**src/hw/rtl/tmcm_pkg.sv**
```systemverilog
// Package for the transform matrix column multiply block.
// Holds the shared constants, transaction types and operation codes.
// No dependencies.
package tmcm_pkg;

    // Default sizing
    localparam int DIM_DEFAULT       = 4;
    localparam int FRAC_BITS_DEFAULT = 16;

    // Fixed field sizes
    localparam int NIN       = 4;
    localparam int NIN_W     = $clog2(NIN);
    localparam int DATA_W    = 32;
    localparam int PROD_W    = 2 * DATA_W;

    // Queue depths
    localparam int CMD_DEPTH = 2;
    localparam int RES_DEPTH = 4;
    localparam int RES_CNT_W = $clog2(RES_DEPTH + 1);

    typedef logic signed [DATA_W-1:0] word_t;

    typedef enum logic {
        OP_LOAD = 1'b0,
        OP_MUL  = 1'b1
    } op_t;

    // Input transaction
    typedef struct packed {
        logic       kind;
        logic [1:0] col_index;
        word_t      in0;
        word_t      in1;
        word_t      in2;
        word_t      in3;
        logic       commit;
    } item_t;

    // Result transaction
    typedef struct packed {
        logic [1:0] out_col;
        word_t      out0;
        word_t      out1;
        word_t      out2;
        word_t      out3;
        logic       saturated;
    } result_t;

    // Classified command between front and back
    typedef struct packed {
        op_t              op;
        logic [1:0]       col;
        logic             col_ok;
        logic             commit;
        word_t [NIN-1:0]  v;
    } cmd_t;

endpackage

```
**src/hw/rtl/tmcm_queue.sv**
```systemverilog
// Small synchronous FIFO used for the command and result queues.
// Depends on nothing; width and depth come in as parameters.
module tmcm_queue #(
    parameter int WIDTH = 1,
    parameter int DEPTH = 2
) (
    input  logic                         clk,
    input  logic                         rst_n,
    input  logic                         push,
    input  logic                         pop,
    input  logic [WIDTH-1:0]             wdata,
    output logic [WIDTH-1:0]             rdata,
    output logic                         full,
    output logic                         empty,
    output logic [$clog2(DEPTH+1)-1:0]   count
);

    localparam int AW = (DEPTH > 1) ? $clog2(DEPTH) : 1;
    localparam int CW = $clog2(DEPTH + 1);

    logic [WIDTH-1:0] mem [DEPTH];
    logic [WIDTH-1:0] rdata_reg;
    logic [AW-1:0]    wr_ptr_reg, wr_ptr_next;
    logic [AW-1:0]    rd_ptr_reg, rd_ptr_next;
    logic [CW-1:0]    count_reg, count_next;
    logic             do_push, do_pop;

    // Status
    assign full    = (count_reg == CW'(DEPTH));
    assign empty   = (count_reg == '0);
    assign count   = count_reg;
    assign do_push = push && !full;
    assign do_pop  = pop && !empty;
    assign rdata   = rdata_reg;

    // Pointer and occupancy update
    always_comb
    begin
        wr_ptr_next = wr_ptr_reg;
        rd_ptr_next = rd_ptr_reg;
        if (do_push)
        begin
            wr_ptr_next = (wr_ptr_reg == AW'(DEPTH - 1)) ? '0 : wr_ptr_reg + 1'b1;
        end
        if (do_pop)
        begin
            rd_ptr_next = (rd_ptr_reg == AW'(DEPTH - 1)) ? '0 : rd_ptr_reg + 1'b1;
        end
        case ({do_push, do_pop})
            2'b10:   count_next = count_reg + 1'b1;
            2'b01:   count_next = count_reg - 1'b1;
            default: count_next = count_reg;
        endcase
    end

    always_ff @(posedge clk or negedge rst_n)
    begin
        if (!rst_n)
        begin
            wr_ptr_reg <= '0;
            rd_ptr_reg <= '0;
            count_reg  <= '0;
        end
        else
        begin
            wr_ptr_reg <= wr_ptr_next;
            rd_ptr_reg <= rd_ptr_next;
            count_reg  <= count_next;
        end
    end

    // Storage and registered head word; a word written into the next head slot bypasses
    always_ff @(posedge clk)
    begin
        if (do_push)
        begin
            mem[wr_ptr_reg] <= wdata;
        end
        if (do_push && (wr_ptr_reg == rd_ptr_next))
        begin
            rdata_reg <= wdata;
        end
        else
        begin
            rdata_reg <= mem[rd_ptr_next];
        end
    end

endmodule

```
**src/hw/rtl/tmcm_front.sv**
```systemverilog
// Front end: accepts input transactions, classifies them and queues commands.
// Depends on tmcm_pkg and tmcm_queue.
module tmcm_front
    import tmcm_pkg::*;
#(
    parameter int DIM = DIM_DEFAULT
) (
    input  logic  clk,
    input  logic  rst_n,
    input  logic  push,
    output logic  full,
    input  item_t item,
    input  logic  cmd_pop,
    output cmd_t  cmd,
    output logic  cmd_empty
);

    cmd_t                   cmd_in;
    logic [$bits(cmd_t)-1:0] cmd_raw;

    // Decode the transaction into a command
    always_comb
    begin
        cmd_in.op     = op_t'(item.kind);
        cmd_in.col    = item.col_index;
        cmd_in.col_ok = (int'(item.col_index) < DIM);
        cmd_in.commit = item.commit;
        cmd_in.v[0]   = item.in0;
        cmd_in.v[1]   = item.in1;
        cmd_in.v[2]   = item.in2;
        cmd_in.v[3]   = item.in3;
    end

    // Command queue toward the back end
    tmcm_queue #(
        .WIDTH ($bits(cmd_t)),
        .DEPTH (CMD_DEPTH)
    ) u_cmd_queue (
        .clk   (clk),
        .rst_n (rst_n),
        .push  (push),
        .pop   (cmd_pop),
        .wdata (cmd_in),
        .rdata (cmd_raw),
        .full  (full),
        .empty (cmd_empty),
        .count ()
    );

    assign cmd = cmd_t'(cmd_raw);

endmodule

```
**src/hw/rtl/tmcm_back.sv**
```systemverilog
// Back end: holds the current and pending matrices, multiplies, sums and clips.
// Depends on tmcm_pkg.
module tmcm_back
    import tmcm_pkg::*;
#(
    parameter int DIM       = DIM_DEFAULT,
    parameter int FRAC_BITS = FRAC_BITS_DEFAULT
) (
    input  logic                 clk,
    input  logic                 rst_n,
    input  cmd_t                 cmd,
    input  logic                 cmd_empty,
    output logic                 cmd_pop,
    input  logic [RES_CNT_W-1:0] res_count,
    output logic                 res_push,
    output result_t              res_data
);

    localparam int    NV    = (DIM < NIN) ? DIM : NIN;
    localparam int    NE    = DIM * DIM;
    localparam int    SUM_W = PROD_W + $clog2(NV);
    localparam word_t ONE_Q = word_t'(1 << FRAC_BITS);
    localparam word_t MAX_W = {1'b0, {(DATA_W-1){1'b1}}};
    localparam word_t MIN_W = {1'b1, {(DATA_W-1){1'b0}}};

    // Matrix state, element (r, c) at r + c*DIM
    word_t m_reg [NE];
    word_t m_next [NE];
    word_t p_reg [NE];
    word_t p_next [NE];
    word_t pnew_b [NE];

    // Multiply stage registers
    logic                      b_valid_reg;
    op_t                       b_op_reg;
    logic [1:0]                b_col_reg;
    logic                      b_col_ok_reg;
    logic                      b_commit_reg;
    word_t [NIN-1:0]           b_v_reg;
    logic signed [PROD_W-1:0]  prod_reg  [DIM][NV];
    logic signed [PROD_W-1:0]  prod_next [DIM][NV];

    // Combinational intermediates
    word_t                     vx [DIM];
    logic signed [SUM_W-1:0]   row_sum [DIM];
    logic signed [SUM_W-1:0]   row_shift [DIM];
    word_t                     row_val [DIM];
    logic [DIM-1:0]            row_ovf;
    word_t                     res_w [NIN];
    logic                      hazard, room, issue, b_mul, x_load, x_hit, b_hit;
    logic [RES_CNT_W:0]        used;

    // Issue control: stall on a commit next to a multiply, or no result room
    always_comb
    begin
        b_mul   = b_valid_reg && (b_op_reg == OP_MUL);
        hazard  = b_mul && (b_commit_reg || cmd.commit);
        used    = {1'b0, res_count} + (RES_CNT_W+1)'(b_valid_reg);
        room    = (used < (RES_CNT_W+1)'(RES_DEPTH));
        issue   = !cmd_empty && !hazard && room;
        cmd_pop = issue;
        x_load  = issue && (cmd.op == OP_LOAD) && cmd.col_ok;
    end

    // Operand column, rows past the input width read as zero
    always_comb
    begin
        for (int r = 0; r < DIM; r++)
        begin
            vx[r] = '0;
        end
        for (int r = 0; r < NV; r++)
        begin
            vx[r] = cmd.v[NIN_W'(r)];
        end
    end

    // Products of M and the column
    always_comb
    begin
        for (int r = 0; r < DIM; r++)
        begin
            for (int i = 0; i < NV; i++)
            begin
                prod_next[r][i] = m_reg[r + i * DIM] * vx[i];
            end
        end
    end

    // Row sums, floor shift and clip
    always_comb
    begin
        for (int r = 0; r < DIM; r++)
        begin
            row_sum[r] = '0;
            for (int i = 0; i < NV; i++)
            begin
                row_sum[r] = row_sum[r] + SUM_W'(prod_reg[r][i]);
            end
            row_shift[r] = row_sum[r] >>> FRAC_BITS;
            row_ovf[r]   = !((&row_shift[r][SUM_W-1:DATA_W-1]) ||
                             !(|row_shift[r][SUM_W-1:DATA_W-1]));
            if (row_ovf[r])
            begin
                row_val[r] = row_shift[r][SUM_W-1] ? MIN_W : MAX_W;
            end
            else
            begin
                row_val[r] = row_shift[r][DATA_W-1:0];
            end
        end
    end

    // Result transaction
    always_comb
    begin
        for (int r = 0; r < NIN; r++)
        begin
            res_w[r] = '0;
        end
        for (int r = 0; r < NV; r++)
        begin
            res_w[r] = (b_op_reg == OP_MUL) ? row_val[r] : b_v_reg[NIN_W'(r)];
        end
        res_push            = b_valid_reg;
        res_data.out_col    = b_col_reg;
        res_data.out0       = res_w[0];
        res_data.out1       = res_w[1];
        res_data.out2       = res_w[2];
        res_data.out3       = res_w[3];
        res_data.saturated  = (b_op_reg == OP_MUL) && (|row_ovf);
    end

    // Matrix updates: finishing multiply first, then the issuing item
    always_comb
    begin
        for (int c = 0; c < DIM; c++)
        begin
            b_hit = b_col_ok_reg && (int'(b_col_reg) == c);
            x_hit = x_load && (int'(cmd.col) == c);
            for (int r = 0; r < DIM; r++)
            begin
                pnew_b[r + c * DIM] = b_hit ? row_val[r] : p_reg[r + c * DIM];
                p_next[r + c * DIM] = b_mul ? pnew_b[r + c * DIM] : p_reg[r + c * DIM];
                m_next[r + c * DIM] = m_reg[r + c * DIM];
                if (b_mul && b_commit_reg)
                begin
                    m_next[r + c * DIM] = pnew_b[r + c * DIM];
                end
                if (x_hit)
                begin
                    p_next[r + c * DIM] = vx[r];
                    m_next[r + c * DIM] = vx[r];
                end
                if (issue && (cmd.op == OP_LOAD) && cmd.commit)
                begin
                    m_next[r + c * DIM] = p_next[r + c * DIM];
                end
            end
        end
    end

    // State and control registers
    always_ff @(posedge clk or negedge rst_n)
    begin
        if (!rst_n)
        begin
            b_valid_reg <= 1'b0;
            for (int c = 0; c < DIM; c++)
            begin
                for (int r = 0; r < DIM; r++)
                begin
                    m_reg[r + c * DIM] <= (r == c) ? ONE_Q : '0;
                    p_reg[r + c * DIM] <= (r == c) ? ONE_Q : '0;
                end
            end
        end
        else
        begin
            b_valid_reg <= issue;
            for (int k = 0; k < NE; k++)
            begin
                m_reg[k] <= m_next[k];
                p_reg[k] <= p_next[k];
            end
        end
    end

    // Multiply stage payload
    always_ff @(posedge clk)
    begin
        if (issue)
        begin
            b_op_reg     <= cmd.op;
            b_col_reg    <= cmd.col;
            b_col_ok_reg <= cmd.col_ok;
            b_commit_reg <= cmd.commit;
            b_v_reg      <= cmd.v;
            prod_reg     <= prod_next;
        end
    end

endmodule

```
**src/hw/rtl/transform_matrix_column_multiply.sv**
```systemverilog
// Top level of the transform matrix column multiply block.
// Depends on tmcm_pkg, tmcm_front, tmcm_back and tmcm_queue.
//
//  channel   handshake            payload     accepted when
//  input     push / full          item        push && !full
//  result    empty / pop          result      pop && !empty
//
// One transaction per cycle sustained while no commit hazard or full result queue
// stalls issue; a result passes through the command queue read, the registered
// product stage and the result queue. The item after a multiply that commits,
// and a committing item right after any multiply, waits for the pending column to be written.
// Reset sets both matrices to identity at once; no sweep is needed.
// A full result queue stalls issue; the command queue then fills and raises full.
module transform_matrix_column_multiply
    import tmcm_pkg::*;
#(
    parameter int DIM       = DIM_DEFAULT,
    parameter int FRAC_BITS = FRAC_BITS_DEFAULT
) (
    input  logic    clk,
    input  logic    rst_n,
    input  logic    push,
    output logic    full,
    input  item_t   item,
    output logic    empty,
    input  logic    pop,
    output result_t result
);

    cmd_t                       cmd;
    logic                       cmd_empty, cmd_pop;
    logic [RES_CNT_W-1:0]       res_count;
    logic                       res_push;
    result_t                    res_data;
    logic [$bits(result_t)-1:0] res_raw;

    tmcm_front #(
        .DIM (DIM)
    ) u_front (
        .clk       (clk),
        .rst_n     (rst_n),
        .push      (push),
        .full      (full),
        .item      (item),
        .cmd_pop   (cmd_pop),
        .cmd       (cmd),
        .cmd_empty (cmd_empty)
    );

    tmcm_back #(
        .DIM       (DIM),
        .FRAC_BITS (FRAC_BITS)
    ) u_back (
        .clk       (clk),
        .rst_n     (rst_n),
        .cmd       (cmd),
        .cmd_empty (cmd_empty),
        .cmd_pop   (cmd_pop),
        .res_count (res_count),
        .res_push  (res_push),
        .res_data  (res_data)
    );

    // Result queue
    tmcm_queue #(
        .WIDTH ($bits(result_t)),
        .DEPTH (RES_DEPTH)
    ) u_res_queue (
        .clk   (clk),
        .rst_n (rst_n),
        .push  (res_push),
        .pop   (pop),
        .wdata (res_data),
        .rdata (res_raw),
        .full  (),
        .empty (empty),
        .count (res_count)
    );

    assign result = result_t'(res_raw);

endmodule

```
**config.mk**
```make
export PLATFORM = sky130hd
export DESIGN_NAME = transform_matrix_column_multiply
export DESIGN_NICKNAME = d
export VERILOG_FILES = /design/src/hw/rtl/tmcm_pkg.sv /design/src/hw/rtl/tmcm_queue.sv /design/src/hw/rtl/tmcm_front.sv /design/src/hw/rtl/tmcm_back.sv /design/src/hw/rtl/transform_matrix_column_multiply.sv
export SDC_FILE = /design/constraint.sdc
export NUM_CORES = 1
export LEC_CHECK = 0
export ABC_AREA = 1
export BUFFER_PORTS_ARGS = -buffer_cell sky130_fd_sc_hd__buf_2
export CAP_MARGIN = 20
export CORE_MARGIN = 8
export CORE_UTILIZATION = 41
export DETAILED_ROUTE_END_ITERATION = 16
export SYNTH_ARGS = -nofsm -noshare
export SYNTH_HDL_FRONTEND = slang
export SYNTH_SLANG_ARGS = --single-unit
export TNS_END_PERCENT = 5
```
**constraint.sdc**
```tcl
create_clock -name clk -period 5.3 [get_ports clk]
set_input_delay 0 -clock clk [delete_from_list [all_inputs] [get_ports clk]]
set_output_delay 0 -clock clk [all_outputs]
set_load 0.005 [all_outputs]
```
### Word-level counts from Yosys, hierarchy flattened

Memory sizes are Yosys's and may differ from the RTL's. A register that Yosys moved wholly into a read port is not among the register bits.
Cells that the tools add are included.

| operators by class | value |
|---|---|
| add/subtract/negate cells | 9 |
| multiplexer cells | 15 |
| equal/unequal tests | 9 |
| reductions and logical operators | 19 |
| magnitude comparators | 1 |

Operators with widths:

| cell | count |
|---|---|
| $mux W131 | 1 |
| $mux W32 | 2 |
| $eq A2 B2 Y1 const B | 5 |
| $logic_and A1 B1 Y1 | 9 |
| $mux W1 | 7 |
| $add A2 B1 Y2 const B | 3 |
| $mux W2 | 3 |
| $pmux W3 S2 | 1 |
| $logic_not A1 Y1 | 5 |
| $add A3 B1 Y4 | 1 |
| $eq A2 B1 Y1 const B | 2 |
| $lt A4 B3 Y1 const B | 1 |
| $pmux W2 S2 | 1 |
| $reduce_bool A2 Y1 | 2 |
| $add A3 B1 Y3 const B | 1 |
| $eq A3 B3 Y1 const B | 1 |
| $logic_not A3 Y1 | 1 |
| $sub A3 B1 Y3 const B | 1 |
| $add A1 B1 Y1 const B | 2 |
| $eq A2 B2 Y1 | 1 |
| $logic_not A2 Y1 | 1 |
| $sub A2 B1 Y2 const B | 1 |
| $logic_or A1 B1 Y1 | 1 |

| word-level totals | value |
|---|---|
| register bits | 211 |
| logic and storage cells | 69 |
| memories | 2 |
| memory bits (writable) | 528 |

Memory list:

| memory | depth | width | read ports | clocked after memory_dff | wr ports | RTL line | RTL |
|---|---|---|---|---|---|---|---|
| u_front.u_cmd_queue.mem | 2 | 132 | 1 | 1 | 1 | tmcm_queue.sv:21 | `logic [WIDTH-1:0] mem [DEPTH];` |
| u_res_queue.mem | 4 | 66 | 1 | 1 | 1 | tmcm_queue.sv:21 |  |

### Logic depth before layout (Yosys ltp)

Gate-level depths: netlist of run 1.

| logic depth | value |
|---|---|
| depth after elaboration | 8 |
| mapped depth | 11 |

### Modules after synthesis

A second synthesis of run 1 with hierarchy kept.

| unflattened totals | value |
|---|---|
| cell total of the unflattened synthesis | 2461 |
| area, all modules | 33751.1 um^2 |

By module, submodules not included:

| module | area an instance (um^2) | cells each | times used |
|---|---|---|---|
| tmcm_queue (u_res_queue) | 21105.2 | 1591 | 1 |
| tmcm_queue (u_front.u_cmd_queue) | 10055.9 | 727 | 1 |
| tmcm_back | 2586.2 | 142 | 1 |
| tmcm_front | 3.8 | 1 | 1 |

### Worst setup path after synthesis of run 1

OpenSTA, ideal clock, no wires.

| timing path | value |
|---|---|
| kind | register to register |
| start point | register u_res_queue.count_reg[0], in the netlist u_res_queue.count[0] |
| end point | memory u_res_queue.mem[0][0] (netlist bit) (enable) |
| setup time | 0.491 ns |
| slack | 1.360 ns |
| arrival time | 3.449 ns |
| cell stages (with the launch flop) | 5 |
| period minus slack after synthesis | 3.940 ns |
| cells stage by stage | dfrtp_1 > inv_2 > nand3_1 > nand2_1 > nor2_1 |

| between the ends | value |
|---|---|
| cells in the longest elaborated chain, start to end | 5 |

Ends and longest elaborated chain:

| element | RTL line | RTL |
|---|---|---|
| from (decl) | tmcm_queue.sv:25 | `logic [CW-1:0] count_reg, count_next;` |
| from (signal assigned) | tmcm_queue.sv:68 | `count_reg <= count_next;` |
| $eq A3 B3 Y1 | tmcm_queue.sv:29 | `assign full = (count_reg == CW'(DEPTH));` |
| $logic_not A1 Y1 | tmcm_queue.sv:32 | `assign do_push = push && !full;` |
| $logic_and A1 B1 Y1 | tmcm_queue.sv:32 |  |
| $mux W1 | tmcm_queue.sv:75 | `if (do_push)` |
| $mux W1 (not written as such) | tmcm_queue.sv:77 | `mem[wr_ptr_reg] <= wdata;` |
| to (decl) | tmcm_queue.sv:21 |  |

No other way between the ends.

==> results of run 1 <==
[Yosys cell counts (all sizes together)]
cell type | number | area, sq um
edfxtp | 468 | 14100
nand2 | 223 | 837
nor2 | 143 | 847
o21ai | 136 | 696
buf | 97 | 758
o22ai | 66 | 663
clkbuf | 25 | 93.8
inv | 22 | 87.6
dfrtp | 12 | 300
ha | 7 | 87.6
nand3 | 4 | 20.0
a21oi | 3 | 15.0
dfxtp | 3 | 60.1
xor2 | 3 | 26.3
or2 | 2 | 12.5
xnor2 | 2 | 17.5
conb | 1 | 3.75
fa | 1 | 20.0
[cell families (layout without fill, tap and decap cells)]
family	after synthesis	count (layout)	synth area share (%)
flip-flops	483	483	77.5
other	1	65	0.0202
XOR/XNOR	5	5	0.235
buffers and inverters	144	333	5.05
AO/OA/AOI/OAI	205	205	7.39
adder cells (fa/ha/maj)	8	8	0.579
AND/OR/NAND/NOR	372	372	9.23
[per-stage QoR]
| step | setup slack [ns] | power [W] | instance area, sq um |
|---|---|---|---|
| 2_1_floorplan | 1.36 | 0.00860 | 18800 |
| 3_3_place_gp | 2.13 | 0.00980 | 19600 |
| 3_5_place_dp | 2.15 | 0.00991 | 19600 |
| 4_1_cts | 2.10 | 0.0131 | 21800 |
| 5_1_grt | 1.98 | 0.0136 | 21800 |
| 6_report | 2.24 | 0.0129 | 21800 |
[how the worst max path moves through the flow]
stage               cells after the start                        startpoint  slack, ns                               to
global route                            6                          register       1.98     u_back.b_v_reg[32]$_DFFE_PP_
global placement                        6                          register       2.13      u_back.b_v_reg[9]$_DFFE_PP_
finish                                  6                          register       2.24                      result[119]
detailed placement                      6                          register       2.15     u_back.b_v_reg[29]$_DFFE_PP_
floorplan                               4  u_res_queue.count[0]$_DFFE_PN0P_       1.36  u_res_queue.mem[0][0]$_DFFE_PP_
CTS                                     6                          register       2.10                      result[119]
[repair_timing]
| action | CTS | global route |
|---|---|---|
| hold buffers | 72 | 0 |
| endpoints found under the hold margin | 154 | 0 |
| gates resized for setup | 0 | 0 |
[per-layer routing]
metal | up-vias | wire length [um] | GRT usage (%)
met5 | - | 0 | 0
met4 | 0 | 757 | 4.00
met1 | 4729 | 15100 | 16.4
li1 | 4687 | - | -
met2 | 188 | 18900 | 24.3
met3 | 57 | 1450 | 2.36
[power breakdown]
part           internal [W]  leakage [nW]  switching (W)
combinational       0.00108          2.68        0.00227
sequential          0.00581          4.49       0.000586
clock               0.00181         0.701        0.00133
[layout make-up]
type / instances / area, sq um / share of cell area [%]
Tap cell: 600 / 751 / 3.44
Clock buffer: 59 / 1210 / 5.54
Clock inverter: 25 / 241 / 1.11
Multi-Input combinational cell: 655 / 3530 / 16.2
Timing Repair Buffer: 227 / 1580 / 7.22
Sequential cell: 483 / 14400 / 66.1
Inverter: 22 / 88.8 / 0.407
[worst max-delay path, stage by stage, from the launching register on]
cell     delay (ns)
dfxtp_2        0.31
buf_4          0.36
inv_2          0.73
buf_4          0.48
o21ai_0        0.15
o22ai_1        0.25
buf_2          0.18
==> summary.txt, run 1 <==
Floorplanning
  • Die outline area: 52400 sq um
  • Chip height: 229 um
  • Count of boundary I/O pins: 269
  • Floorplan Core Area: 45100 sq um
  • Initial standard-cell utilization of the core: 41.3%
  • Die boundary width: 229 um
  • Site row count: 78

Setup path
  • Worst reg2reg path endpoint: u_back.b_v_reg[29]$_DFFE_PP_
  • Arrival time of the worst setup path: 3.06 ns
  • Endpoint required time on the critical path: 5.30 ns
  • CP Class: reg -> out
  • Startpoint type of the worst setup path: register
  • Critical path fanouts, max: 67
  • Crit. End Element: primary output
  • Worst R2R Setup Slack: 2.28 ns
  • Worst R2R Path Depth: 6

CTS
  • Total clock buffers created by CTS: 46
  • Insertion delay of the later-clocked pin in the worst-skew pair: 0.56 ns
  • H-tree Lvls: 2
  • Cell chosen for the clock root: clkbuf_16
  • Clock sinks: 483
  • Clock Tree Buf Depth: 3
  • Buffers inserted during post-CTS setup optimization: 0
  • Post-CTS clock slew at the launch and capture registers of the worst setup and hold paths: 0.06 ns
  • TritonCTS clock tree: yes

Global routing
  • First-pass GRT wire length: 56300 um
  • Number of global-route vias before repair: 10100
  • Largest net degree at the start of global routing: 85
  • Number of antenna violations at the first check in global routing: 0
  • Overall routing resource usage: 13.5%
  • Global route overflow: 0

Routing
  • First-pass DRT Iterations: 5
  • Drc violations: 0
  • DRT Wirelength: 36300 um
  • Via/cell ratio: 4.66
  • Initial drt markers: 567
  • Routed via count: 9661
  • Number of nets with antenna violations after detailed routing: 0
  • Drt wl/cell: 17.5 um

Layout
  • Count of placed standard cells in the final layout, fillers left out: 2071
  • Count of filler cells inserted in the layout: 3867
  • Share of post-route cells with drive strength above 1: 21.9%
  • Max FFs per register: 264
  • Final core utilization: 48.4%
  • Most frequent standard cell in the layout excluding fill and tap cells: edfxtp_1
  • Most frequent cells in the layout: edfxtp_1, nand2_1, buf_2, o21ai_0, nor2_1
  • Layout net count: 1579
  • Total inserted antenna cells: 0
  • Area grow syn2layout: 17.3%

STA
  • Setup repair after global routing missed its margin: false
  • Max-slew violations: 0
  • Crit share post-route: 57.6%
  • Max Clk Rate: 0.327 GHz
  • Number of endpoints failing setup at the final stage: 0
  • Shortest period the worst path allows: 3.06 ns
  • Total negative slack for setup checks: 0 ns
  • WHS: 0.167 ns
  • Least-Margin Pin Slew: 1.10 ns
  • Number of failing hold endpoints at the final stage: 0
  • Setup skew after layout: 0.0222 ns
  • Slew Limit Headroom: 27.0%

Min path
  • Min-Delay Endpoint: u_front.u_cmd_queue.mem[1][38]$_DFFE_PP_
  • Source of the worst hold timing path: item[71]
  • Path class of the lowest-slack min-delay path: in -> reg
  • Number of cells on the worst hold path: 2

Synthesis
  • Register area share after synthesis: 77.5%
  • Synth Instances: 1218
  • Register bit count reported by yosys: 483
  • Number of different library cells in the post-synthesis netlist: 30
  • Avg Synthesized Cell Area: 15.3 sq um
  • Count of synthesis-stage warnings from yosys: 0
  • Cell Area, Synth: 18600 sq um

Placed design
  • Final estimated routing congestion in global placement: 0.687
  • Detailed placer's ending HPWL: 20200 um
  • Placed Instances: 1913
  • Count of input and output buffers: 139

Power and ir drop
  • Worst voltage drop across the vdd grid: 0.000326 V
  • Pwr dens: 591 nW/um^2
  • Leakage component of the power: 7.87 nW

Run
  • Maximum Capacitance Violations: 0

Outcome
  • Status: finished clean
Power figures use the tool's default switching activity.
==> inputs of run 2 (changes only) <==
clock period = 2.9 ns   (was 5.3 ns; I/O delays follow)
==> summary.txt, run 2 (synthesis results as in run 1) <==
Outcome
  • Status: finished clean

STA
  • Shortest period the worst path allows: 2.19 ns
  • Setup repair after global routing missed its margin: false
  • Total negative slack for setup checks: 0 ns
  • Least-Margin Pin Slew: 0.867 ns
  • Max-slew violations: 0
  • Worst path setup slack after routing: 0.713 ns
  • Number of endpoints failing setup at the final stage: 0
  • Setup skew after layout: 0.00943 ns
  • Slew Limit Headroom: 42.1%
  • Number of failing hold endpoints at the final stage: 0
  • Crit share post-route: 75.4%
  • WHS: 0.175 ns
  • Max Clk Rate: 0.457 GHz

Floorplanning
  • Initial standard-cell utilization of the core: 41.3%
  • Chip height: 229 um
  • Count of boundary I/O pins: 269
  • Die boundary width: 229 um
  • Floorplan Core Area: 45100 sq um
  • Site row count: 78
  • Die outline area: 52400 sq um

CTS
  • Total clock buffers created by CTS: 47
  • Buffers inserted during post-CTS setup optimization: 0
  • Clock sinks: 483
  • TritonCTS clock tree: yes
  • Post-CTS clock slew at the launch and capture registers of the worst setup and hold paths: 0.06 ns
  • Cell chosen for the clock root: clkbuf_16
  • Insertion delay of the later-clocked pin in the worst-skew pair: 0.55 ns
  • Clock Tree Buf Depth: 3
  • H-tree Lvls: 2

Setup path
  • Endpoint required time on the critical path: 2.90 ns
  • Crit. End Element: primary output
  • Critical path fanouts, max: 36
  • Startpoint type of the worst setup path: register
  • CP Class: reg -> out
  • Arrival time of the worst setup path: 2.19 ns
  • Worst-path cell with the longest stage delay: buf_4
  • CP Cell Sequence: inv_6 -> buf_4 -> o21ai_0 -> o22ai_1 -> buf_2
  • CP peak stage delay: 0.46 ns

Placed design
  • Final estimated routing congestion in global placement: 0.711
  • Placed Instances: 1926
  • Detailed placer's ending HPWL: 22100 um
  • Worst setup slack after placement: 0.736 ns
  • Count of input and output buffers: 139

Global routing
  • Global route overflow: 0
  • Number of antenna violations at the first check in global routing: 0
  • Number of global-route vias before repair: 10200
  • Largest net degree at the start of global routing: 133
  • Overall routing resource usage: 14.0%
  • First-pass GRT wire length: 58200 um

Layout
  • Max FFs per register: 264
  • Layout net count: 1591
  • Total inserted antenna cells: 0
  • Most frequent cells in the layout: edfxtp_1, nand2_1, buf_2, o21ai_0, nor2_1
  • Most frequent standard cell in the layout excluding fill and tap cells: edfxtp_1
  • Share of post-route cells with drive strength above 1: 22.3%
  • Area grow syn2layout: 18.5%
  • Count of placed standard cells in the final layout, fillers left out: 2082

Power and ir drop
  • Worst voltage drop across the vdd grid: 0.000498 V
  • Leakage component of the power: 7.97 nW
  • Total power: 0.0240 W
  • Pwr dens: 1090 nW/um^2

Routing
  • Drt wl/cell: 18.1 um
  • Metal-1 WL: 16100 um
  • First-pass DRT Iterations: 5
  • Routed via count: 9810
  • Via/cell ratio: 4.71
  • Amount of wire on met3 after detailed routing: 1590 um
  • Highest Signal Layer: met4
  • Number of nets with antenna violations after detailed routing: 0
  • DRT Wirelength: 37600 um
  • Drc violations: 0
  • Met2 layer wire length in the routed design: 19300 um
  • Initial drt markers: 647

Run
  • Maximum Capacitance Violations: 0

Min path
  • Path class of the lowest-slack min-delay path: in -> reg
[run 2: power by group]
group / internal (W) / switching [W] / total (W)
logic: 0.00214 / 0.00452 / 0.00666
registers: 0.0106 / 0.000838 / 0.0114
clock network: 0.00344 / 0.00243 / 0.00587
total: 0.0162 / 0.00779 / 0.0240
[run 2: area by class of cell]
type | count | area, sq um
well taps | 600 | 751
clock buffers | 61 | 1270
fillers | 3866 | 23100
flip-flops and latches | 483 | 14400
inverters | 22 | 88.8
multi-input cells | 655 | 3530
repair buffers | 238 | 1760
clock inverters | 23 | 214
[run 2: worst max-delay path: cells and delay by family (launching register included)]
kind,cells,cell delay [ns]
compound gates,2,0.38
flops,1,0.36
buf+inv,3,0.89
[run 2: per-stage QoR]
step	cell area [sq um]	util (%)
after global placement	19800	44.0
after CTS	22000	48.9
after floorplan	18800	-
after global routing	22000	48.9
after detailed placement	19800	44.0
final	22000	48.9
[run 2: repair_timing]
action / CTS / global route
hold buffers: 72 / 0
resized for setup: 0 / 0
hold endpoints to repair: 153 / 0
[run 2: per-layer routing]
layer	vias up	global-route usage (%)
li1	4719	-
met1	4859	17.2
met2	189	24.9
met3	43	2.79
met4	0	3.73
met5	-	0
[run 2: final timing paths]
kind / to / startpoint / cells past startpoint / slack [ns]
setup / recovery: result[104] / register / 5 / 0.71
hold / removal: u_front.u_cmd_queue.mem[1][14]$_DFFE_PP_ / item[111] / 2 / 0.17
setup reg to reg: u_front.u_cmd_queue.mem[1][23]$_DFFE_PP_ / u_front.u_cmd_queue.count[1]$_DFFE_PN0P_ / 4 / 0.76
hold reg to reg: u_res_queue.mem[2][52]$_DFFE_PP_ / u_back.b_v_reg[20]$_DFFE_PP_ / 0 / 0.49
max in group asynchronous: u_res_queue.wr_ptr_reg[1]$_DFFE_PN0P_ / rst_n / 3 / 1.99
min in group asynchronous: u_front.u_cmd_queue.wr_ptr_reg$_DFFE_PN0N_ / rst_n / 3 / 0.52
